### src/hw/rtl/cmas_ram.sv
// ----------------------------------------------------------------------------
// Generic single-port-write RAM
// One write port and one read port with registered read data.
// ----------------------------------------------------------------------------
`timescale 1ns / 1ps
`default_nettype none

module cmas_ram #(
  parameter int WIDTH = 48,
  parameter int DEPTH = 64
) (
  input  wire logic                     clk_i,
  input  wire logic                     we_i,
  input  wire logic [$clog2(DEPTH)-1:0] waddr_i,
  input  wire logic [WIDTH-1:0]         wdata_i,
  input  wire logic [$clog2(DEPTH)-1:0] raddr_i,
  output logic      [WIDTH-1:0]         rdata_o
);

  logic [WIDTH-1:0] mem_q [DEPTH];

  always_ff @(posedge clk_i) begin
    if (we_i) begin
      mem_q[waddr_i] <= wdata_i;
    end
    rdata_o <= mem_q[raddr_i];
  end

endmodule

`default_nettype wire

### config.mk
export PLATFORM = sky130hd
export DESIGN_NAME = cmas_ram
export DESIGN_NICKNAME = d
export VERILOG_FILES = /design/src/hw/rtl/cmas_ram.sv
export SDC_FILE = /design/constraint.sdc
export NUM_CORES = 2
export LEC_CHECK = 0
export BUFFER_PORTS_ARGS = -buffer_cell sky130_fd_sc_hd__buf_2
export CELL_PAD_IN_SITES_DETAIL_PLACEMENT = 1
export CELL_PAD_IN_SITES_GLOBAL_PLACEMENT = 1
export CORE_MARGIN = 2
export CORE_UTILIZATION = 57
export CTS_BUF_LIST = sky130_fd_sc_hd__clkbuf_8
export DETAILED_ROUTE_END_ITERATION = 16
export HOLD_SLACK_MARGIN = 0.12
export PLACE_DENSITY = 0.88
export SLEW_MARGIN = 10
export SYNTH_ARGS = -nofsm -noshare
export SYNTH_HDL_FRONTEND = slang
export SYNTH_SLANG_ARGS = --single-unit
### constraint.sdc
create_clock -name clk_i -period 8.9 [get_ports clk_i]
set_clock_uncertainty 0.05 [all_clocks]
set_input_delay 0.445 -clock clk_i [delete_from_list [all_inputs] [get_ports clk_i]]
set_output_delay 0.445 -clock clk_i [all_outputs]
set_load 0.005 [all_outputs]
After elaboration in Yosys (flattened, before gate mapping):

Memory sizes are Yosys's and may differ from the RTL's. A register that Yosys moved wholly into a read port is not among the register bits.
Index checks and enable logic that the tools add are counted.

* multiplexer cells: 2

Operators by type and width (number)
* two-way mux 1 bit: 2

* flip-flop bits (word level): 0
* RAM bits: 3072
* bits of input ports: 62
* word-level logic and storage cells: 3
* memories kept: 1

Memory list
* mem_q: words 64, width 48, read ports 1, clocked after Yosys merged registers in 1, wr ports 1, RTL line 20 `logic [WIDTH-1:0] mem_q [DEPTH];`

Longest topological paths before layout:

* depth after elaboration: 2
* mapped depth: 9
* mapped depth without buffers: 5

Worst setup path after synthesis:

Ideal clock, no wire load.

* kind: input-to-reg
* from: in waddr_i[3]
* to: mem mem_q[48][0] (enable)
* library setup time: 0.513 ns
* arrival: 4.217 ns
* data required time: 8.337 ns
* path slack: 4.120 ns
* stages on the path: 4
* buffers on the path: 1
* cell sequence: clkbuf_1 nor2b_1 nand4b_1 nor3_1

RTL lines
* start: declaration: RTL line 14 `input wire logic [$clog2(DEPTH)-1:0] waddr_i,`
* end: declaration: RTL line 20

No word-level cell before the write port.

==> results by group <==
Power
  – Total chip power: just under 30,000 uW
  – PwrDens: 227.3 mW/mm^2
  – Leakage power: about 0.041 uW
  – VDD IR max: roughly 230 uV

CTS
  – Clk Latency, worst-skew pair: between 1 and 1.5 ns
  – Total CTS buffers: 472
  – Post-CTS Hold Buffers: between 40 and 50
  – Max H-tree Level: 5
  – Clock sinks: between 3,000 and 4,000
  – Root cell of the clock tree: clkbuf_8
  – Post-cts resize count: 0
  – Clk pin slew, worst setup/hold paths: around 0.080 ns
  – Clock Tree Buf Depth: 4
  – Post-CTS Setup Bufs: 0
  – CTS tree: done

Yosys
  – Post-synthesis net count: just over 5,000
  – Syn avg cell area: between 20 and 25 sq um
  – Complex-gate fraction of the synthesized area: 0.03024
  – Mapped Area: approximately 0.12 sq mm
  – Number of synthesized flops with an enable pin: about 3,100
  – Yosys reg bits: 3,120
  – Netlist cell types: 36
  – Synth Area in Adders: 0
  – Area leader, netlist: edfxtp_1
  – Mux share of post-synthesis cell area: 0.1515
  – Synth Area in Simple Gates: 0.009572
  – Async S/R FF share, synth: 0
  – Warnings, synthesis: 0
  – List of most frequent post-synthesis cells: edfxtp_1, mux4_2, nor2_1
  – Dominant synthesized flop cell: edfxtp_1
  – Count leader, synth: edfxtp_1
  – Top-area cell type share of the netlist area: 0.7877
  – Synth area leaders: edfxtp_1, mux4_2, dfxtp_1
  – XOR/XNOR share of the synthesized area: 0
  – Sequential area share after synthesis: 0.7959
  – Largest family of logic cells by synthesized area: multiplexers
  – Synthesized instance count: roughly 5,000

Floorplanning
  – Top-level port count: 110
  – Die Area: 0.2091 sq mm
  – Die Y: approximately 460 um
  – Starting density of the core: 0.5730
  – Die extent in x: between 400 and 500 um
  – Rows: 166
  – Core Box Area: around 0.20 sq mm

Placement
  – DP Cell Count: roughly 7,600
  – I/O Buffers: around 110
  – Half-perimeter wire length after placement: around 190 mm
  – Gpl congestion: just over 0.8

Global route
  – Met2 GRT Util: 0.6028
  – Total grt overflow: 0
  – Met3 Usage GRT: 0.1077
  – Vias in the first global route: 67,938
  – M1 GR Usage: 0.4689
  – Pin count of the biggest net entering global routing: between 100 and 150
  – GR peak layer: met2
  – GRT Util Overall: 0.3869
  – First-pass GRT wire length: roughly 550 mm
  – Initial antenna violation count: 21

Detailed routing
  – Pre-antenna DRT Iters: 6
  – Via density: between 7 and 8
  – DR vias: 64,633
  – Routed wire length: 401.5 mm
  – Post-route ant nets: 0
  – Post-DR wirelength/cell: between 40 and 50 um
  – DRC viols: 0
  – DRT iter0 DRCs: between 10,000 and 15,000

Timing
  – Final setup vio count: 0
  – Fin crit period: ~3.8 ns
  – Achievable Freq: 266.1 MHz
  – Least-Margin Pin Slew: 1.409 ns
  – Final period util: 0.4223
  – Final TNS setup: 0 ns
  – RSZ-0062 raised after global routing: false
  – Max transition margin: 0.05853
  – Fin. max-slew vios: 0
  – Final Hold Vio Count: 0

Setup path
  – Crit path kind: primary input to flop
  – Worst path buffer plus inverter count: 3
  – Crit path launch type: primary input
  – Worst Reg-to-Reg Cells: 5
  – Worst-path maximum fanout: just under 70
  – Top Family by Delay on Critical Path: buffers and inverters
  – Worst reg2reg setup slack: 6.15 ns
  – Sequence of cells on the critical path: buf_8 -> buf_4 -> buf_4 -> mux4_2 -> o221ai_1 -> a21oi_1 -> a21oi_1 -> a221oi_1
  – CP required: just under 10 ns
  – Worst R2R Start: mem_q[38][43]
  – CP peak stage delay: 0.98 ns
  – Reg2reg end: rdata_o[43]
  – CP max-delay cell: buf_4
  – CP Capture Type: flop
  – WP data arrival: between 4 and 5 ns

Final layout
  – Fin cells: about 8,600
  – Area Overhead vs Synth: 11.56%
  – Nets@finish: roughly 5,500
  – Proportion of layout cells with a drive suffix above 1: 0.2913

Outcome
  – Outcome: complete, no violations

Min path
  – Hold Startpoint: waddr_i[1]
  – Hold Crit Depth: 4
  – Worst Hold Endpoint: mem_q[51][9]
  – Worst Hold Class: primary input to flop

Flow run
  – Max-Cap Viols: 0
==> worst reg2reg max path, cell delays in order, from the launching register on <==
cell and delay (ns):
edfxtp_1 0.41, mux4_2 0.48, mux2i_1 0.33, a21oi_1 0.23, a21oi_1 0.85, a221oi_1 0.23
==> cell families (layout without fill, tap and decap cells) <==
family,count (synthesis),in the layout
compound gates,486,486
mux,829,829
other cells,0,17
simple gates,253,253
flops,3120,3120
buf+inv,282,1161
==> registers in the layout, indices dropped and copies added, names as in the netlist <==
name and count:
rdata_o 48, mem_q 3072
==> metal layers <==
layer	share of wire	wire (um)
met1	0.30	119100
met2	0.47	190400
met3	0.14	57930
met4	0.085	34040
met5	0.00021	84
==> how the worst max path moves through the flow <==
stage / startpoint / endpoint / depth (start not counted)
global route: raddr_i[2] / rdata_o[38] / 8
global placement: raddr_i[1] / rdata_o[27] / 7
finish: raddr_i[2] / rdata_o[38] / 8
CTS: raddr_i[2] / rdata_o[35] / 8
floorplan: waddr_i[3] / mem_q[48][0] / 4
detailed placement: raddr_i[2] / rdata_o[40] / 8
==> cells in the final DEF (no fill, tap or decap), drive strengths merged, types with 48 or more instances in the layout <==
cell type,n
a21oi,74
a221oi,83
a22o,57
a22oi,72
buf,259
clkbuf,508
clkinv,165
dfxtp,48
dlygate4sd3,49
edfxtp,3072
inv,164
mux2i,63
mux4,754
nand2,55
nor2,132
o22ai,122
==> through the flow <==
stage	instance area, sq um	util	setup slack [ns]	hold slack [ns]
floorplan	117100	-	4.120	0.4939
global placement	121300	0.5933	4.670	0.6871
detailed placement	121300	0.5933	4.535	0.7744
CTS	130500	0.6385	5.484	0.1488
global route	130600	0.6392	5.247	0.2656
finish	130700	0.6393	5.142	0.3224
==> cell type report <==
cell class,count,area (sq um)
flip-flops and latches,3120,93210
fillers,16197,73720
multi-input cells,1568,22950
clock buffers,508,6992
well taps,2688,3363
repair buffers,308,2332
clock inverters,345,1772
diodes,17,42.54
==> where the power goes <==
group | internal (uW) | switching (uW)
Sequential | 16300 | 86.2
Clock | 5650 | 6160
Combinational | 512 | 1020
No activity file was read; power rests on OpenSTA's default activity.
