--- src/hw/rtl/cmas_pkg.sv ---
// ----------------------------------------------------------------------------
// Complex matrix absolute sums package
// Shared constants, state types and helper functions for the block.
// ----------------------------------------------------------------------------
`timescale 1ns / 1ps
`default_nettype none

package cmas_pkg;

  localparam int MAX_ROWS   = 64;
  localparam int MAX_COLS   = 4096;
  localparam int SUM_W      = 48;
  localparam int ROW_W      = $clog2(MAX_ROWS);
  localparam int COL_W      = $clog2(MAX_COLS);
  localparam int IDX_W      = 12;
  localparam int ELEM_W     = 32;
  localparam int MAG_W      = 32;
  localparam int RAD_W      = 2 * ELEM_W;
  localparam int ROOT_STEPS = RAD_W / 2;
  localparam int STEP_W     = $clog2(ROOT_STEPS);
  localparam int RCNT_W     = 7;
  localparam int CCNT_W     = 13;
  localparam int CFG_IDX_W  = 2;
  localparam int CFG_DATA_W = 13;
  localparam int IN_DATA_W  = 64;
  localparam int OUT_DATA_W = 64;
  localparam int OUT_PAD_W  = OUT_DATA_W - SUM_W - IDX_W;

  localparam logic [CFG_IDX_W-1:0] REG_NORM_MODE = 2'd0;
  localparam logic [CFG_IDX_W-1:0] REG_ROW_COUNT = 2'd1;
  localparam logic [CFG_IDX_W-1:0] REG_COL_COUNT = 2'd2;

  localparam logic MODE_COL = 1'b0;
  localparam logic MODE_ROW = 1'b1;

  typedef logic [SUM_W-1:0] sum_t;
  typedef logic [MAG_W-1:0] mag_t;

  typedef enum logic [2:0] {
    ST_IDLE,
    ST_MAG,
    ST_COL,
    ST_RD,
    ST_LD
  } top_state_e;

  typedef enum logic [2:0] {
    MS_IDLE,
    MS_SQ_RE,
    MS_SQ_IM,
    MS_SUM,
    MS_ROOT,
    MS_DONE
  } mag_state_e;

  function automatic logic [RCNT_W-1:0] eff_rows(input logic [RCNT_W-1:0] cnt);
    logic [RCNT_W-1:0] res;
    if (cnt == '0) begin
      res = RCNT_W'(1);
    end else if (cnt > RCNT_W'(MAX_ROWS)) begin
      res = RCNT_W'(MAX_ROWS);
    end else begin
      res = cnt;
    end
    return res;
  endfunction

  function automatic logic [CCNT_W-1:0] eff_cols(input logic [CCNT_W-1:0] cnt);
    logic [CCNT_W-1:0] res;
    if (cnt == '0) begin
      res = CCNT_W'(1);
    end else if (cnt > CCNT_W'(MAX_COLS)) begin
      res = CCNT_W'(MAX_COLS);
    end else begin
      res = cnt;
    end
    return res;
  endfunction

  function automatic sum_t sat_add(input sum_t acc, input mag_t mag);
    logic [SUM_W:0] full;
    full = {1'b0, acc} + {{(SUM_W + 1 - MAG_W){1'b0}}, mag};
    return full[SUM_W] ? '1 : full[SUM_W-1:0];
  endfunction

endpackage

`default_nettype wire

--- src/hw/rtl/cmas_mag.sv ---
// ----------------------------------------------------------------------------
// Complex magnitude unit
// Squares both components on one shared multiplier, then takes the floor
// square root of their sum one result bit per cycle.
// ----------------------------------------------------------------------------
`timescale 1ns / 1ps
`default_nettype none

module cmas_mag
  import cmas_pkg::*;
(
  input  wire logic                     clk_i,
  input  wire logic                     rst_ni,
  input  wire logic                     start_i,
  input  wire logic signed [ELEM_W-1:0] re_i,
  input  wire logic signed [ELEM_W-1:0] im_i,
  output logic                          done_o,
  output mag_t                          mag_o
);

  mag_state_e state_q, state_d;

  logic [ELEM_W-1:0] are_q, aim_q;
  logic [ELEM_W-1:0] abs_re, abs_im, mul_op;
  logic [RAD_W-1:0]  prod, prod_q, x_q, res_q, bit_q, trial;
  logic [STEP_W-1:0] step_q;

  assign abs_re = re_i[ELEM_W-1] ? (~re_i + 1'b1) : re_i;
  assign abs_im = im_i[ELEM_W-1] ? (~im_i + 1'b1) : im_i;
  assign mul_op = (state_q == MS_SQ_RE) ? are_q : aim_q;
  assign prod   = {{ELEM_W{1'b0}}, mul_op} * {{ELEM_W{1'b0}}, mul_op};
  assign trial  = res_q + bit_q;

  always_ff @(posedge clk_i or negedge rst_ni) begin
    if (!rst_ni) begin
      state_q <= MS_IDLE;
    end else begin
      state_q <= state_d;
    end
  end

  always_comb begin
    state_d = state_q;
    case (state_q)
      MS_IDLE: begin
        if (start_i) begin
          state_d = MS_SQ_RE;
        end
      end
      MS_SQ_RE: state_d = MS_SQ_IM;
      MS_SQ_IM: state_d = MS_SUM;
      MS_SUM:   state_d = MS_ROOT;
      MS_ROOT: begin
        if (step_q == '0) begin
          state_d = MS_DONE;
        end
      end
      MS_DONE:  state_d = MS_IDLE;
      default:  state_d = MS_IDLE;
    endcase
  end

  always_ff @(posedge clk_i) begin
    case (state_q)
      MS_IDLE: begin
        if (start_i) begin
          are_q <= abs_re;
          aim_q <= abs_im;
        end
      end
      MS_SQ_RE: prod_q <= prod;
      MS_SQ_IM: begin
        x_q    <= prod_q;
        prod_q <= prod;
      end
      MS_SUM: begin
        x_q    <= x_q + prod_q;
        res_q  <= '0;
        bit_q  <= {2'b01, {(RAD_W - 2){1'b0}}};
        step_q <= STEP_W'(ROOT_STEPS - 1);
      end
      MS_ROOT: begin
        if (x_q >= trial) begin
          x_q   <= x_q - trial;
          res_q <= (res_q >> 1) + bit_q;
        end else begin
          res_q <= res_q >> 1;
        end
        bit_q  <= bit_q >> 2;
        step_q <= step_q - 1'b1;
      end
      default: ;
    endcase
  end

  assign done_o = (state_q == MS_DONE);
  assign mag_o  = res_q[MAG_W-1:0];

  a_bit_onehot: assert property (@(posedge clk_i) disable iff (!rst_ni)
    (state_q == MS_ROOT) |-> $onehot(bit_q))
    else $error("root step bit is not one-hot");

  a_root_fits: assert property (@(posedge clk_i) disable iff (!rst_ni)
    (state_q == MS_DONE) |-> (res_q[RAD_W-1:MAG_W] == '0))
    else $error("root result exceeds magnitude width");

  a_start_idle: assert property (@(posedge clk_i) disable iff (!rst_ni)
    start_i |-> (state_q == MS_IDLE))
    else $error("magnitude unit started while busy");

endmodule

`default_nettype wire

--- config.mk ---
export PLATFORM = sky130hd
export DESIGN_NAME = cmas_mag
export DESIGN_NICKNAME = d
export VERILOG_FILES = /design/src/hw/rtl/cmas_pkg.sv /design/src/hw/rtl/cmas_mag.sv
export SDC_FILE = /design/constraint.sdc
export NUM_CORES = 2
export LEC_CHECK = 0
export BUFFER_PORTS_ARGS = -buffer_cell sky130_fd_sc_hd__buf_2
export CORE_MARGIN = 2
export CORE_UTILIZATION = 40
export DETAILED_ROUTE_END_ITERATION = 10
export MAX_ROUTING_LAYER = met4
export PLACE_DENSITY = 0.57
export SLEW_MARGIN = 30
export SYNTH_ARGS = -nofsm -noshare
export SYNTH_HDL_FRONTEND = slang
export SYNTH_SLANG_ARGS = --single-unit
--- constraint.sdc ---
create_clock -name clk_i -period 14.1 [get_ports clk_i]
set_input_delay 0.705 -clock clk_i [delete_from_list [all_inputs] [get_ports clk_i]]
set_output_delay 0.705 -clock clk_i [all_outputs]
set_load 0.03 [all_outputs]
-- Yosys cells after proc, flatten, opt, wreduce, memory -nomap -nowiden
Index checks and enable logic that the tools add are counted.
- multiply operators: 1
- bitwise gates (word level): 2
- reduce and logical (&&, ||, !) cells: 8
- multiplexer cells: 12
- $add $sub $neg: 7
- order comparisons: 1
- eq/ne operators: 8
- operators by type and width (cell ; count):
    $pmux 64 s2 ; 2
    $pmux 64 s3 ; 1
    $add 64x64->64 ; 2
    $mux 64 ; 2
    $add 32x1->32 const B ; 2
    $add 63x64->64 ; 1
    $ge 64x64->1 ; 1
    $mul 32x32->64 ; 1
    $not 32->32 ; 2
    $sub 64x64->64 ; 1
    $mux 31 ; 2
    $mux 32 ; 1
    $pmux 3 s5 ; 1
    $pmux 5 s2 ; 1
    $eq 3x2->1 const B ; 2
    $eq 3x3->1 const B ; 2
    $mux 3 ; 2
    $ne 2x2->1 const B ; 3
    $reduce_and 2->1 ; 3
    $logic_not 5->1 ; 1
    $sub 5x1->5 const B ; 1
    $eq 3x1->1 const B ; 1
    $logic_not 3->1 ; 1
    $reduce_bool 3->1 ; 1
    other kinds (2) ; 2
- output and inout port bits: 33
- register bits after elaboration: 328
- word-level logic and storage cells: 49

-- Depth between registers and ports, before layout
- depth in word-level cells: 4
- depth in mapped cells: 35
- mapped depth without buffers: 30

-- Worst setup path before layout
Ideal clock, no wire load.
- path kind: register to register
- start point: reg state_q[0]
- end point: reg prod_q[58], data pin
- slack: 4739 ps
- data required time: 13835 ps
- arrival time: 9096 ps
- clock period less this slack: 9361 ps
- path buffers: 4
- stages on the path, launching flop included: 33
- cell sequence: dfrtp_1 > clkbuf_1 > nor3b_1 > buf_1 > clkbuf_1 > mux2i_1 > clkinv_1 > clkbuf_1 > nand2_1 > fa_1 > inv_1 > fa_1 > fa_1 > inv_1 > fa_1 > inv_1 > fa_1 > inv_1 > fa_1 > inv_1 > fa_1 > fa_1 > ha_1 > nand2_1 > or3_1 > a2111oi_0 > o31a_1 > o211ai_1 > o31ai_1 > a31o_2 > a21boi_0 > o21ai_0 > xor2_1
- cells in the longest elaborated chain, start to end: 3
- ends and longest elaborated chain (what ; RTL line ; RTL):
    start, declared ; cmas_mag.sv:21 ; mag_state_e state_q, state_d;
    start signal, assigned ; cmas_mag.sv:38 ; state_q <= state_d;
    $eq 3x1->1 ; cmas_mag.sv:30 ; assign mul_op = (state_q == MS_SQ_RE) ? are_q : aim_q;
    $mux 32 ; cmas_mag.sv:30 ;
    $mul 32x32->64 ; cmas_mag.sv:31 ; assign prod = {{ELEM_W{1'b0}}, mul_op} * {{ELEM_W{1'b0}}, mul_op};
    net prod[58] ; cmas_mag.sv:25 ; logic [RAD_W-1:0] prod, prod_q, x_q, res_q, bit_q, trial;
    end signal, assigned ; cmas_mag.sv:71 ; MS_SQ_RE: prod_q <= prod;
    end signal, assigned ; cmas_mag.sv:74 ; prod_q <= prod;
    end, declared ; cmas_mag.sv:25 ;
The timed path passes the listed nets, and every way through them passes these cells.
A chain may end at the register's enable or synchronous reset.

-- Final worst setup path
Same ends and word-level chain as after synthesis.

==> reports/results.env <==
PORTBUFFERS=99
DIE_H_MICRONS=370
FINAL_HOLD_VIOLATIONS=0
SYNTH.MOST_COMMON_CELL='sky130_fd_sc_hd__inv_1'
CRITICAL_PATH.STARTPOINT_TYPE='register'
CTS.REPAIR_TIMING.SETUP_BUFFER_COUNT=0
SETUP_TOTAL_NEGATIVE_SLACK_NS=0
GLOBALROUTEMET2UTIL_PCT=36.1
SEQ_AREA_FRAC_SYNTH_PCT=16.5
GRT_UTIL_MET1_PCT=31.8
WORSTSKEWPAIRLATENCY_NS=0.64
NUMBER_OF_FLIP_FLOPS_AND_LATCHES_IN_THE_SYNTHESIZED_NETLIST=295
COMPOUND_GATE_PORTION_OF_THE_SYNTHESIZED_AREA_PCT=13.6
CLOCK_SKEW_NS=0.0608
SYNTHTOPCELLSBYAREA='sky130_fd_sc_hd__fa_1, sky130_fd_sc_hd__edfxtp_1, sky130_fd_sc_hd__ha_1'
HTREE_LEVELS=2
NETS=7187
IO_PINS=100
ANTENNA_VIOLATIONS_BEFORE_REPAIR=3
YOSYS.AREA_SHARE.SIMPLE_PCT=12.2
CLKTRANSATPATHREGS_NS=0.06
CRIT_PATH_MAX_FANOUT=24
POST_CTS_RESIZED=0
MAX_SLEW_MARGIN_PCT=30.6
SYNTH-ASYNC-RESET-RATIO_PCT=1.02
GRT_PASS1_VIAS=42900
SETUP.WORST_PATH.CLASS='reg2reg'
YS_TYPES=82
MAXCAPVIOLCOUNT=0
SETUP-VIOLATIONS-FINAL=0
SYNTH-EDFF-COUNT=292
SYNTH_TOP_CELL_BY_AREA='sky130_fd_sc_hd__fa_1'
NUMCLOCKSINKS=295
PRE_REPAIR_DR_ITERATION_COUNT=5
POST_SYN_AREA_SQ_UM=53500
MAIN_COMBINATIONAL_CELL_FAMILY_BY_AREA_AFTER_SYNTHESIS='adder cells'
GRT_FIRST_PASS_WIRELENGTH_MM=244
CRITPATHMOSTFREQUENTCELL='sky130_fd_sc_hd__fa_1'
FLOW.AREA_GROWTH_FROM_SYNTHESIS_PCT=6.47
ROUTED_WL_MM=156
SYNTHESIS.NETS=7250
START_UTIL_PCT=40.2
ENDPOINT_KIND='register'
CLOCK-ROOT-BUFFER='sky130_fd_sc_hd__clkbuf_16'
MAX_CLOCK_FREQ_MHz=86.3
SYNTH_AREA_PER_CELL_SQ_UM=9.06
DETAILEDPLACEMENTHPWL_MM=125
UTILIZATION_PCT=42.8
POST-ROUTE-DRC-COUNT=0
POST_DRT_VIA_CELL_RATIO=5.39
HOLDBUFCOUNTCTS=1
LAYER_CARRYING_THE_MOST_GLOBAL_ROUTE_USAGE='met2'
GRT_REMAINING_OVERFLOW=0
NETLIST_TOP_CELLS_COUNT='sky130_fd_sc_hd__inv_1, sky130_fd_sc_hd__fa_1, sky130_fd_sc_hd__nor2_1, sky130_fd_sc_hd__nand2_1, sky130_fd_sc_hd__ha_1'
CP_TOP_FAMILY='adder cells'
CLOCK_TREE.BUFFER_DEPTH=3
CRITICAL_PATH_ARRIVAL_NS=11.95
TOP_FF_CELL_SYNTH='sky130_fd_sc_hd__edfxtp_1'
SYNTH_ADDER_AREA_SHARE_PCT=41.0
FINALMAXSLEWVIOLATIONS=0
SLOWEST_DELAY_NS=1.06
POST_ROUTE_CELLS_DRIVE_ABOVE_1_SHARE_PCT=5.31
MIN_PERIOD_OVER_PERIOD_PCT=82.2
DRT_ITER0_DRC=3572
CTS_BUFFERS=40
SYNTH_TOP_AREA_SHARE_PCT=29.7
SYNTH_AREA_IN_XOR_XNOR_PCT=6.22
HOLD_SLACK_NS=0.360
OUTCOME='complete, no violations'
SETUP_REPAIR_AFTER_GLOBAL_ROUTING_MISSED_ITS_MARGIN='no'
MULTIPLEXER_SHARE_OF_THE_SYNTHESIZED_AREA_PCT=0.987
GRT_START_MAX_NET_PINS=66
TIMING.FINAL.CRIT_PERIOD_NS=11.59
CRITPATHSLOWESTCELL='sky130_fd_sc_hd__clkinv_1'
WORST_PIN_SLEW_NS=1.02
PLACEABLECOREAREA_SQ_UM=133000
DIE_AREA_SQ_UM=137000
CP_NUM_BUF_INV=7
DR_TOTAL_VIAS=41200
GRT_UTIL_MET3_PCT=4.24
YS_WARN_COUNT=0
PLACE.GP.CONGESTION=0.966
CTS_TREE='done'
POST_DRT_WL_PER_CELL_MICRONS=20.4
REQUIRED_NS=14.46
CHIPWIDTH_MICRONS=370
MIN_PATH_TYPE='in2reg'
ANTENNA_LEFT=0
FP-ROW-COUNT=134
SYN_INST=5906
GR-USAGE-ALL-LAYERS_PCT=23.7
==> final timing paths <==
| path | start | end | slack, ns | cells after the start |
|---|---|---|---|---|
| max | state_q[0]$_DFFE_PN0P_ | prod_q[58]$_DFFE_PP_ | 2.51 | 29 |
| min | im_i[0] | aim_q[0]$_DFFE_PP_ | 0.36 | 1 |
| max reg2reg | state_q[0]$_DFFE_PN0P_ | prod_q[58]$_DFFE_PP_ | 2.51 | 29 |
| min reg2reg | prod_q[35]$_DFFE_PP_ | x_q[35]$_DFFE_PP_ | 0.58 | 2 |
| max in group asynchronous | rst_ni | state_q[1]$_DFFE_PN0P_ | 13.45 | 2 |
| min in group asynchronous | rst_ni | state_q[0]$_DFFE_PN0P_ | 0.54 | 2 |
==> state kept, by name, summed over array words and instances (netlist names) <==
name,count
prod_q,63
aim_q,32
bit_q,32
step_q,5
x_q,64
state_q,3
are_q,32
res_q,64
==> metal layers <==
metal / part of all wire, % / vias up / routed length (microns)
met3: 6.7 / 292 / 10500
li1: - / 19300 / -
met1: 45 / 20300 / 70300
met5: 0 / - / 0
met2: 45 / 1283 / 69600
met4: 3.7 / 0 / 5840
==> stage by stage <==
stage	instances	area, sq um	setup WS, ns
detailed placement	7568	55600	2.49
floorplan	5906	53500	4.74
global placement	7568	55600	2.76
finish	7642	57000	2.51
global route	7641	57000	1.83
CTS	7640	57000	2.47
==> cell usage in the layout (no fill, tap or decap), types with 62 or more instances in the layout <==
cell,synthesis,routed
sky130_fd_sc_hd__a21oi_1,272,272
sky130_fd_sc_hd__a21o_1,121,121
sky130_fd_sc_hd__nand4_1,76,76
sky130_fd_sc_hd__nand3_1,63,63
sky130_fd_sc_hd__nand2_1,512,512
sky130_fd_sc_hd__xor2_1,149,149
sky130_fd_sc_hd__a31oi_1,76,76
sky130_fd_sc_hd__o21ai_0,247,246
sky130_fd_sc_hd__buf_2,0,99
sky130_fd_sc_hd__nor2_1,517,514
sky130_fd_sc_hd__o21bai_1,62,62
sky130_fd_sc_hd__ha_1,483,483
sky130_fd_sc_hd__xnor2_1,231,231
sky130_fd_sc_hd__fa_1,794,794
sky130_fd_sc_hd__inv_1,1058,1054
sky130_fd_sc_hd__edfxtp_1,292,292
==> cells by family after synthesis <==
kind of cell             Yosys count
buffers and inverters           1322
flip-flops                       295
AO/OA/AOI/OAI                   1121
AND/OR/NAND/NOR                 1461
multiplexers                      50
XOR/XNOR                         380
adder cells (fa/ha/maj)         1277
==> cell type report <==
class                           count  area, sq um
Tap cell                         1768         2210
Timing Repair Buffer              152          896
Antenna cell                        2         5.00
Clock inverter                     20          293
Sequential cell                   295         8840
Fill cell                       13200        76200
Clock buffer                       51         1040
Multi-Input combinational cell   4289        39700
Inverter                         1065         4000
Power is not shown: default switching activity piles up to over one toggle a cycle in this logic, so the estimate is an artifact.
